===== src/sv/slr_pkg.sv =====
// Shared types, constants and arithmetic for the subtractive lagged generator.
package slr_pkg;

    localparam int TBL_LEN      = 55;
    localparam int SCATTER      = 21;
    localparam int TRAIL_TAP    = 31;
    localparam int SCATTER_WR   = TBL_LEN - SCATTER;
    localparam int MIX_PASSES   = 4;
    localparam int MIX_STEPS    = MIX_PASSES * TBL_LEN;
    localparam int WORD_W       = 30;
    localparam int SEED_W       = 28;
    localparam int COUNT_W      = 32;
    localparam int STEP_W       = 8;

    typedef logic [WORD_W-1:0]  t_word;
    typedef logic [SEED_W-1:0]  t_seed;
    typedef logic [COUNT_W-1:0] t_count;
    typedef logic [STEP_W-1:0]  t_step;

    localparam t_word MODV      = 30'd1000000000;
    localparam t_seed SEED_BASE = 28'd161803398;

    typedef enum logic [1:0] {
        CELL_HOLD,
        CELL_NEAR,
        CELL_FAR
    } t_cell_sel;

    typedef enum logic [1:0] {
        RING_HOLD,
        RING_STEP,
        RING_SCATTER,
        RING_MIX
    } t_ring_op;

    typedef struct packed {
        t_ring_op op;
        t_word    data;
    } t_ring_ctl;

    function automatic t_word sub_mod(input t_word a, input t_word b);
        logic [WORD_W:0] wide;
        wide = {1'b0, a} + {1'b0, MODV} - {1'b0, b};
        return (a >= b) ? (a - b) : wide[WORD_W-1:0];
    endfunction

    function automatic t_word seed_word(input t_seed seed);
        t_seed diff;
        diff = SEED_BASE - seed;
        return (seed > SEED_BASE) ? '0 : {{(WORD_W-SEED_W){1'b0}}, diff};
    endfunction

endpackage


===== src/sv/slr_in_if.sv =====
// Request channel: command and seed with a valid/ready handshake.
interface slr_in_if;
    import slr_pkg::*;

    logic  valid;
    logic  ready;
    logic  command;
    t_seed seed;

    modport source (output valid, output command, output seed, input ready);
    modport sink   (input valid, input command, input seed, output ready);
endinterface


===== src/sv/slr_out_if.sv =====
// Result channel: deviate and draw count with a valid/ready handshake.
interface slr_out_if;
    import slr_pkg::*;

    logic   valid;
    logic   ready;
    t_word  deviate;
    t_count draw_count;

    modport source (output valid, output deviate, output draw_count, input ready);
    modport sink   (input valid, input deviate, input draw_count, output ready);
endinterface


===== src/sv/slr_cell.sv =====
// One table word of the ring, fed by its near and far neighbors.
module slr_cell
    import slr_pkg::*;
(
    input  logic      i_clk,
    input  t_cell_sel i_sel,
    input  t_word     i_near,
    input  t_word     i_far,
    input  logic      i_wr_en,
    input  t_word     i_wr_data,
    output t_word     o_word
);

    t_word r_word;
    t_word n_word;

    always_comb begin
        unique case (i_sel)
            CELL_NEAR: n_word = i_near;
            CELL_FAR:  n_word = i_far;
            default:   n_word = r_word;
        endcase
        if (i_wr_en) begin
            n_word = i_wr_data;
        end
    end

    always_ff @(posedge i_clk) begin
        r_word <= n_word;
    end

    assign o_word = r_word;

endmodule


===== src/sv/slr_ring.sv =====
// Ring of table cells with the lag difference taken at two fixed taps.
module slr_ring
    import slr_pkg::*;
(
    input  logic      i_clk,
    input  t_ring_ctl i_ctl,
    output t_word     o_diff
);

    t_word     w_word [TBL_LEN];
    t_cell_sel w_sel;
    t_word     w_diff;

    always_comb begin
        unique case (i_ctl.op) inside
            RING_STEP, RING_MIX: w_sel = CELL_NEAR;
            RING_SCATTER:        w_sel = CELL_FAR;
            default:             w_sel = CELL_HOLD;
        endcase
    end

    assign w_diff = sub_mod(w_word[0], w_word[TRAIL_TAP]);
    assign o_diff = w_diff;

    for (genvar j = 0; j < TBL_LEN; j++) begin : g_cell
        localparam int NEAR = (j + 1) % TBL_LEN;
        localparam int FAR  = (j + SCATTER) % TBL_LEN;

        logic  w_wr_en;
        t_word w_wr_data;

        if (j == SCATTER_WR) begin : g_scatter_port
            assign w_wr_en   = (i_ctl.op == RING_SCATTER);
            assign w_wr_data = i_ctl.data;
        end else if (j == TBL_LEN - 1) begin : g_mix_port
            assign w_wr_en   = (i_ctl.op == RING_MIX);
            assign w_wr_data = w_diff;
        end else begin : g_no_port
            assign w_wr_en   = 1'b0;
            assign w_wr_data = w_diff;
        end

        slr_cell u_cell (
            .i_clk     (i_clk),
            .i_sel     (w_sel),
            .i_near    (w_word[NEAR]),
            .i_far     (w_word[FAR]),
            .i_wr_en   (w_wr_en),
            .i_wr_data (w_wr_data),
            .o_word    (w_word[j])
        );
    end

endmodule


===== src/sv/subtractive_lagged_rng.sv =====
// Top level of the subtractive lagged generator with its sequencer and result queue.
//
// Usage: items arrive on i_in (command, seed) and leave on o_out (deviate,
// draw_count), both with valid/ready handshakes. Every accepted item yields
// exactly one result item.
// A draw is worked out in the cycle it is accepted and its result enters the
// result queue in the next cycle, so draws run at one item per cycle while o_out
// is taken. A reseed, and the first draw after reset, rebuild the 55-word table
// in a row of cells: a scatter phase, an alignment step and the mixing passes,
// then the draw, which pushes its result into the queue.
// The mixing passes are set by the single subtractor between cells 0 and 31.
// Reset clears the sequencer, the queue, the draw count and the seeded flag;
// the table itself is not cleared and is always rebuilt before its first use.
// A two-entry result queue lets one item be accepted while an earlier result
// waits; while both entries are full, or while the table is rebuilt, i_in is
// held not ready. A stalled result holds its value on o_out.
module subtractive_lagged_rng
    import slr_pkg::*;
(
    input  logic        i_clk,
    input  logic        i_rst_n,
    slr_in_if.sink      i_in,
    slr_out_if.source   o_out
);

    typedef enum logic [2:0] {
        S_IDLE,
        S_SCATTER,
        S_ALIGN,
        S_MIX,
        S_DRAW
    } t_state;

    t_state    r_state;
    t_step     r_step;
    logic      r_seeded;
    t_word     r_mj;
    t_word     r_mk;
    t_count    r_count;
    logic      r_head_valid;
    t_word     r_head_dev;
    t_count    r_head_cnt;
    logic      r_tail_valid;
    t_word     r_tail_dev;
    t_count    r_tail_cnt;

    t_ring_ctl w_ctl;
    t_word     w_diff;
    logic      w_accept;
    logic      w_reseed;
    logic      w_push;
    logic      w_pop;
    t_word     w_push_dev;
    t_count    w_push_cnt;

    assign w_accept = i_in.valid && i_in.ready;
    assign w_reseed = i_in.command || !r_seeded;
    assign w_push   = (r_state == S_IDLE && w_accept && !w_reseed) || (r_state == S_DRAW);
    assign w_pop    = r_head_valid && o_out.ready;

    assign w_push_dev = (w_diff == '0) ? t_word'(1) : w_diff;
    assign w_push_cnt = (r_state == S_DRAW) ? t_count'(1) : r_count + t_count'(1);

    assign i_in.ready       = (r_state == S_IDLE) && !r_tail_valid;
    assign o_out.valid      = r_head_valid;
    assign o_out.deviate    = r_head_dev;
    assign o_out.draw_count = r_head_cnt;

    always_comb begin
        w_ctl.op   = RING_HOLD;
        w_ctl.data = r_mk;
        unique case (r_state) inside
            S_IDLE: begin
                if (w_accept && !w_reseed) begin
                    w_ctl.op = RING_MIX;
                end
            end
            S_SCATTER: begin
                w_ctl.op   = RING_SCATTER;
                w_ctl.data = (r_step == '0) ? r_mj : r_mk;
            end
            S_ALIGN: w_ctl.op = RING_STEP;
            S_MIX, S_DRAW: w_ctl.op = RING_MIX;
            default: w_ctl.op = RING_HOLD;
        endcase
    end

    slr_ring u_ring (
        .i_clk  (i_clk),
        .i_ctl  (w_ctl),
        .o_diff (w_diff)
    );

    always_ff @(posedge i_clk) begin
        if (!i_rst_n) begin
            r_state      <= S_IDLE;
            r_step       <= '0;
            r_seeded     <= 1'b0;
            r_count      <= '0;
            r_head_valid <= 1'b0;
            r_tail_valid <= 1'b0;
        end else begin
            unique case (r_state)
                S_IDLE: begin
                    if (w_accept && w_reseed) begin
                        r_seeded <= 1'b1;
                        r_mj     <= seed_word(i_in.seed);
                        r_mk     <= t_word'(1);
                        r_step   <= '0;
                        r_state  <= S_SCATTER;
                    end
                end
                S_SCATTER: begin
                    if (r_step != '0) begin
                        r_mk <= sub_mod(r_mj, r_mk);
                        r_mj <= r_mk;
                    end
                    if (r_step == t_step'(TBL_LEN - 1)) begin
                        r_state <= S_ALIGN;
                    end else begin
                        r_step <= r_step + t_step'(1);
                    end
                end
                S_ALIGN: begin
                    r_step  <= '0;
                    r_state <= S_MIX;
                end
                S_MIX: begin
                    if (r_step == t_step'(MIX_STEPS - 1)) begin
                        r_state <= S_DRAW;
                    end else begin
                        r_step <= r_step + t_step'(1);
                    end
                end
                S_DRAW: r_state <= S_IDLE;
                default: r_state <= S_IDLE;
            endcase

            if (w_push) begin
                r_count <= w_push_cnt;
            end

            if (w_pop) begin
                if (r_tail_valid) begin
                    r_head_dev   <= r_tail_dev;
                    r_head_cnt   <= r_tail_cnt;
                    r_tail_valid <= 1'b0;
                end else if (w_push) begin
                    r_head_dev <= w_push_dev;
                    r_head_cnt <= w_push_cnt;
                end else begin
                    r_head_valid <= 1'b0;
                end
            end else if (w_push) begin
                if (r_head_valid) begin
                    r_tail_dev   <= w_push_dev;
                    r_tail_cnt   <= w_push_cnt;
                    r_tail_valid <= 1'b1;
                end else begin
                    r_head_dev   <= w_push_dev;
                    r_head_cnt   <= w_push_cnt;
                    r_head_valid <= 1'b1;
                end
            end
        end
    end

`ifndef ASSERT_OFF
    a_tail_implies_head: assert property (@(posedge i_clk) disable iff (!i_rst_n)
        r_tail_valid |-> r_head_valid)
        else $error("Result queue tail is valid while its head is empty.");

    a_push_has_room: assert property (@(posedge i_clk) disable iff (!i_rst_n)
        w_push |-> !r_tail_valid)
        else $error("A result item was produced while the queue was full.");

    a_draw_delivers: assert property (@(posedge i_clk) disable iff (!i_rst_n)
        (r_state == S_DRAW) |=> (r_state == S_IDLE) && r_head_valid)
        else $error("The draw after a reseed did not leave a result item.");

    a_fast_draw: assert property (@(posedge i_clk) disable iff (!i_rst_n)
        (w_accept && !w_reseed) |=> r_head_valid)
        else $error("A plain draw did not show a result item in the next cycle.");

    a_busy_seeded: assert property (@(posedge i_clk) disable iff (!i_rst_n)
        (r_state != S_IDLE) |-> r_seeded)
        else $error("The table is being rebuilt without the seeded flag set.");
`endif

endmodule


===== src/flat_wrapper.sv =====
// flat-port wrapper written by rule: the top's interface ports become plain ports
module subtractive_lagged_rng_flat import slr_pkg::*;
  (i_clk, i_rst_n, i_in_valid, i_in_command, i_in_seed, i_in_ready, o_out_valid, o_out_deviate, o_out_draw_count, o_out_ready);
  slr_in_if i_in_i ();
  slr_out_if o_out_i ();
  input  logic i_clk;
  input  logic i_rst_n;
  input wire logic [$bits(i_in_i.valid)-1:0] i_in_valid;
  input wire logic [$bits(i_in_i.command)-1:0] i_in_command;
  input wire logic [$bits(i_in_i.seed)-1:0] i_in_seed;
  output wire logic [$bits(i_in_i.ready)-1:0] i_in_ready;
  output wire logic [$bits(o_out_i.valid)-1:0] o_out_valid;
  output wire logic [$bits(o_out_i.deviate)-1:0] o_out_deviate;
  output wire logic [$bits(o_out_i.draw_count)-1:0] o_out_draw_count;
  input wire logic [$bits(o_out_i.ready)-1:0] o_out_ready;
  assign i_in_i.valid = i_in_valid;
  assign i_in_i.command = i_in_command;
  assign i_in_i.seed = i_in_seed;
  assign i_in_ready = i_in_i.ready;
  assign o_out_valid = o_out_i.valid;
  assign o_out_deviate = o_out_i.deviate;
  assign o_out_draw_count = o_out_i.draw_count;
  assign o_out_i.ready = o_out_ready;
  subtractive_lagged_rng u_core (.i_clk(i_clk), .i_rst_n(i_rst_n), .i_in(i_in_i), .o_out(o_out_i));
endmodule

===== config.mk =====
export PLATFORM = sky130hd
export DESIGN_NAME = subtractive_lagged_rng_flat
export DESIGN_NICKNAME = d
export VERILOG_FILES = /design/src/sv/slr_pkg.sv /design/src/sv/slr_in_if.sv /design/src/sv/slr_out_if.sv /design/src/sv/slr_cell.sv /design/src/sv/slr_ring.sv /design/src/sv/subtractive_lagged_rng.sv /design/src/flat_wrapper.sv
export SDC_FILE = /design/constraint.sdc
export NUM_CORES = 2
export LEC_CHECK = 0
export BUFFER_PORTS_ARGS = -buffer_cell sky130_fd_sc_hd__buf_4
export CAP_MARGIN = 20
export CORE_MARGIN = 5
export CORE_UTILIZATION = 50
export CTS_CLUSTER_DIAMETER = 100
export DETAILED_ROUTE_END_ITERATION = 10
export GPL_TIMING_DRIVEN = 0
export PLACE_DENSITY = 0.77
export SYNTH_ARGS = -nofsm -noshare
export SYNTH_HDL_FRONTEND = slang
export SYNTH_SLANG_ARGS = --single-unit

===== constraint.sdc =====
create_clock -name i_clk -period 120.3 [get_ports i_clk]
set_input_delay 6.015 -clock i_clk [delete_from_list [all_inputs] [get_ports i_clk]]
set_output_delay 6.015 -clock i_clk [all_outputs]
set_load 0.005 [all_outputs]

==> impl_results.md <==
- Outcome: completed
- Final Max Slew Viols: 0
- Worst Setup Start Kind: input port
- Final net count: 9462
- Post-CTS Setup Repair Bufs: 0
- RSZ-0062 raised after global routing: no
- Power Density: 18.6 nW/um^2
- Die X: 428 um
- Final period utilization: 8.42%
- Crit path top cell by count: buf_12
- CP max stage delay: 850 ps
- Pre-CTS setup slack: 109460 ps
- Largest net degree at the start of global routing: 63
- Post-route setup slack: 110170 ps
- Max clock buf depth: 3
- DRC viols: 0
- Max_cap viols: 0
- Critical path's slowest cell: nor3b_1
- Worst Skew: 39.0 ps
- Logic pwr share: 20.0%
- Fin area: 98700 um^2
- Initial Utilization: 50.3%
- Final Util: 56.8%
- Clock power frac: 31.9%
- Vias/cell: 6.04
- H-tree lvl count: 4
- First-pass GRT wire length: 449000 um
- IO Port Bufs: 96
- Share of layout cells above drive strength 1: 5.28%
- Root buf cell: clkbuf_16
- Area grow syn2layout: 12.9%
- Total GRT Usage: 34.0%
- DP Wirelength: 252000 um
- Number of flops mapped to enable cells by yosys: 1834
- Buf+Inv Stages, Crit Path: 11
- Max VDD drop: 0.0000145 V
- Int Pwr: 0.00126 W
- Post_cts resized: 0
- Tmin final: 10130 ps
- Yosys cell types: 95
- Crit. End Element: flop
- Asr flop ratio synth: 0%
- Placed Area: 92700 um^2
- Post-Syn Area: 87400 um^2
- Hold Path Class: reg -> reg
- Arr. time, crit path: 10660 ps
- Ys flop type: edfxtp_1
- Die H: 428 um
- Worst Setup Path Type: in -> reg
- Min Hold Slack: 493 ps
- Switching Fraction: 31.5%
- Register area share after synthesis: 64.1%
- Initial antenna violation count: 6
- CTS buffer count: 186
- Vias: 70900
- Peak Freq: 0.0987 GHz
- GR Overflow Total: 0
- Final Hold Viols: 0
- P_sw: 0.000580 W
- Mapped Nets: 9100
- Post-route ant nets: 0
- Routed len/inst: 27.5 um
- Leakage: 41.6 nW
- #FFs+latches synth: 1880
- Placer Congestion: 1.04
- Placement row count: 153
- Drt pass-1 iters: 7
- Rel. slew slack: 15.5%
- Final setup viols: 0
- CTS tree: yes
- Seq pwr share: 48.1%
- Setup TNS: 0 ps
- Initial drt markers: 13400
- Clk_lat worst skew: 840 ps
- Placeable Area: 174000 um^2
- CP required: 120830 ps
- Cell chain of the critical path: buf_4 -> and2_1 -> nor3b_1 -> clkbuf_1 -> nor2_1 -> a21boi_4 -> buf_12 -> buf_12 -> buf_12 -> buf_12 -> buf_16 -> buf_12 -> buf_12 -> buf_12 -> buf_16
- Clock Sinks: 1880
- Hold buffers post-CTS: 0
- CP top delay family: buffers and inverters
- Syn Inst Count: 8885
- Vias in the first global route: 66200
- Worst-Margin Slew: 1270 ps
- Die area: 183000 um^2
- Yosys Warn Count: 0
- Max FO, Critical Path: 29
- Mean post-synth cell area: 9.83 um^2
- WL final: 323000 um
- # IOs: 97
- Clk slew on worst S/H paths: 60 ps
synth_stat cells (46+ instances only):
library cell / n / area share [%]
a21oi_1: 102 / 0.58
a31oi_1: 54 / 0.39
clkbuf_1: 417 / 1.8
dfxtp_1: 46 / 1.1
edfxtp_1: 1834 / 63
ha_1: 146 / 2.1
inv_1: 228 / 0.98
nand2_1: 4956 / 21
nor2_1: 265 / 1.1
o21ai_0: 126 / 0.72
xnor2_1: 101 / 1.0
xor2_1: 75 / 0.75
power groups by stage:
stage	logic, W	clock network (W)	registers [W]
after global routing	0.000389	0.000614	0.000886
final	0.000369	0.000587	0.000884
after CTS	0.000352	0.000586	0.000881
after floorplan	0.000210	0	0.00104
after detailed placement	0.000349	0	0.000894
after global placement	0.000327	0	0.00115
stage by stage:
step,power (W),instances
after floorplan,0.00126,8885
after global placement,0.00147,11300
after detailed placement,0.00124,11400
after CTS,0.00182,11700
after global routing,0.00189,11700
final,0.00184,11700
state kept, by name, summed over array words and instances (netlist names):
name                                cells
u_core.r_seeded                         1
u_core.o_out.deviate                   30
u_core.r_mj                            30
u_core.r_mk                            30
u_core.r_step                           8
u_core.u_ring.g_cell.u_cell.o_word   1650
u_core.r_state                          3
u_core.r_count                         32
u_core.r_tail_valid                     1
u_core.r_tail_cnt                      32
u_core.o_out.draw_count                32
u_core.r_tail_dev                      30
u_core.o_out.valid                      1
layer usage:
metal	track usage, %	up-vias	routed length, um
li1	-	30000	-
met1	46.2	33900	114000
met2	49.0	5932	133000
met3	7.35	1031	45800
met4	23.6	4	29300
met5	0	-	200
final cells by class:
cell class	count	area (um^2)
Fill cell	14900	75200
Sequential cell	1880	56000
Multi-Input combinational cell	6341	28900
Clock buffer	238	5000
Tap cell	2325	2910
Timing Repair Buffer	174	2390
Buffer	435	1670
Clock inverter	100	938
Inverter	229	860
Antenna cell	6	15.0
tightest hold or removal path, cell delays in order, from the launching register on:
cell and delay (ps):
dfxtp_1 330, nand2_1 60, a21boi_0 60
path summary, 6_finish.rpt:
| check | start | end | slack, ps | cells past startpoint |
|---|---|---|---|---|
| hold / removal | u_core.r_count[28]$_SDFFE_PN0P_ | u_core.r_count[28]$_SDFFE_PN0P_ | 490 | 2 |
| setup reg to reg | u_core.r_state[1]$_SDFFE_PN0P_ | u_core.u_ring.g_cell[43].u_cell.o_word[24]$_DFFE_PP_ | 114340 | 16 |
| setup / recovery | i_in_valid | u_core.u_ring.g_cell[43].u_cell.o_word[24]$_DFFE_PP_ | 110170 | 15 |
| hold reg to reg | u_core.r_count[28]$_SDFFE_PN0P_ | u_core.r_count[28]$_SDFFE_PN0P_ | 490 | 2 |
cell families (layout without fill, tap and decap cells):
group,count (synthesis),in the layout,synth area share [%]
compound gates,528,528,4.11
xor+xnor,176,176,1.76
fa+ha+maj,182,182,2.92
buf+inv,664,1176,2.89
flops,1880,1880,64.1
mux,17,17,0.196
other cells,0,6,0
simple gates,5438,5438,24.0
layout by cell type, fill, tap and decap left out, types with 8 or more instances in the layout:
master,Yosys,layout
nand4_1,20,20
o21ai_1,7,8
buf_12,0,44
buf_2,9,9
bufinv_16,0,16
clkbuf_16,0,193
nor2b_1,17,17
nand2_1,4956,4956
nand3_1,42,42
dfxtp_1,46,46
o31ai_1,21,21
a21o_1,20,20
a21oi_1,102,101
clkinv_1,0,40
o21ai_0,126,125
and2_1,16,16
edfxtp_1,1834,1834
and3_1,18,18
mux2i_1,16,16
a21boi_0,19,18
or3_1,13,13
fa_1,36,36
a22o_2,20,20
xor2_1,75,75
xnor2_1,101,101
clkinv_2,0,28
a31oi_1,54,54
nor3_1,27,26
buf_4,2,99
nor4_1,9,9
nand2b_1,12,12
buf_16,0,25
o21bai_1,20,20
clkinvlp_4,0,8
inv_1,228,228
nor2_1,265,265
ha_1,146,146
a222oi_1,27,27
clkbuf_1,417,462
a211oi_1,23,22
Note: power is estimated with default switching activity, not from simulation.
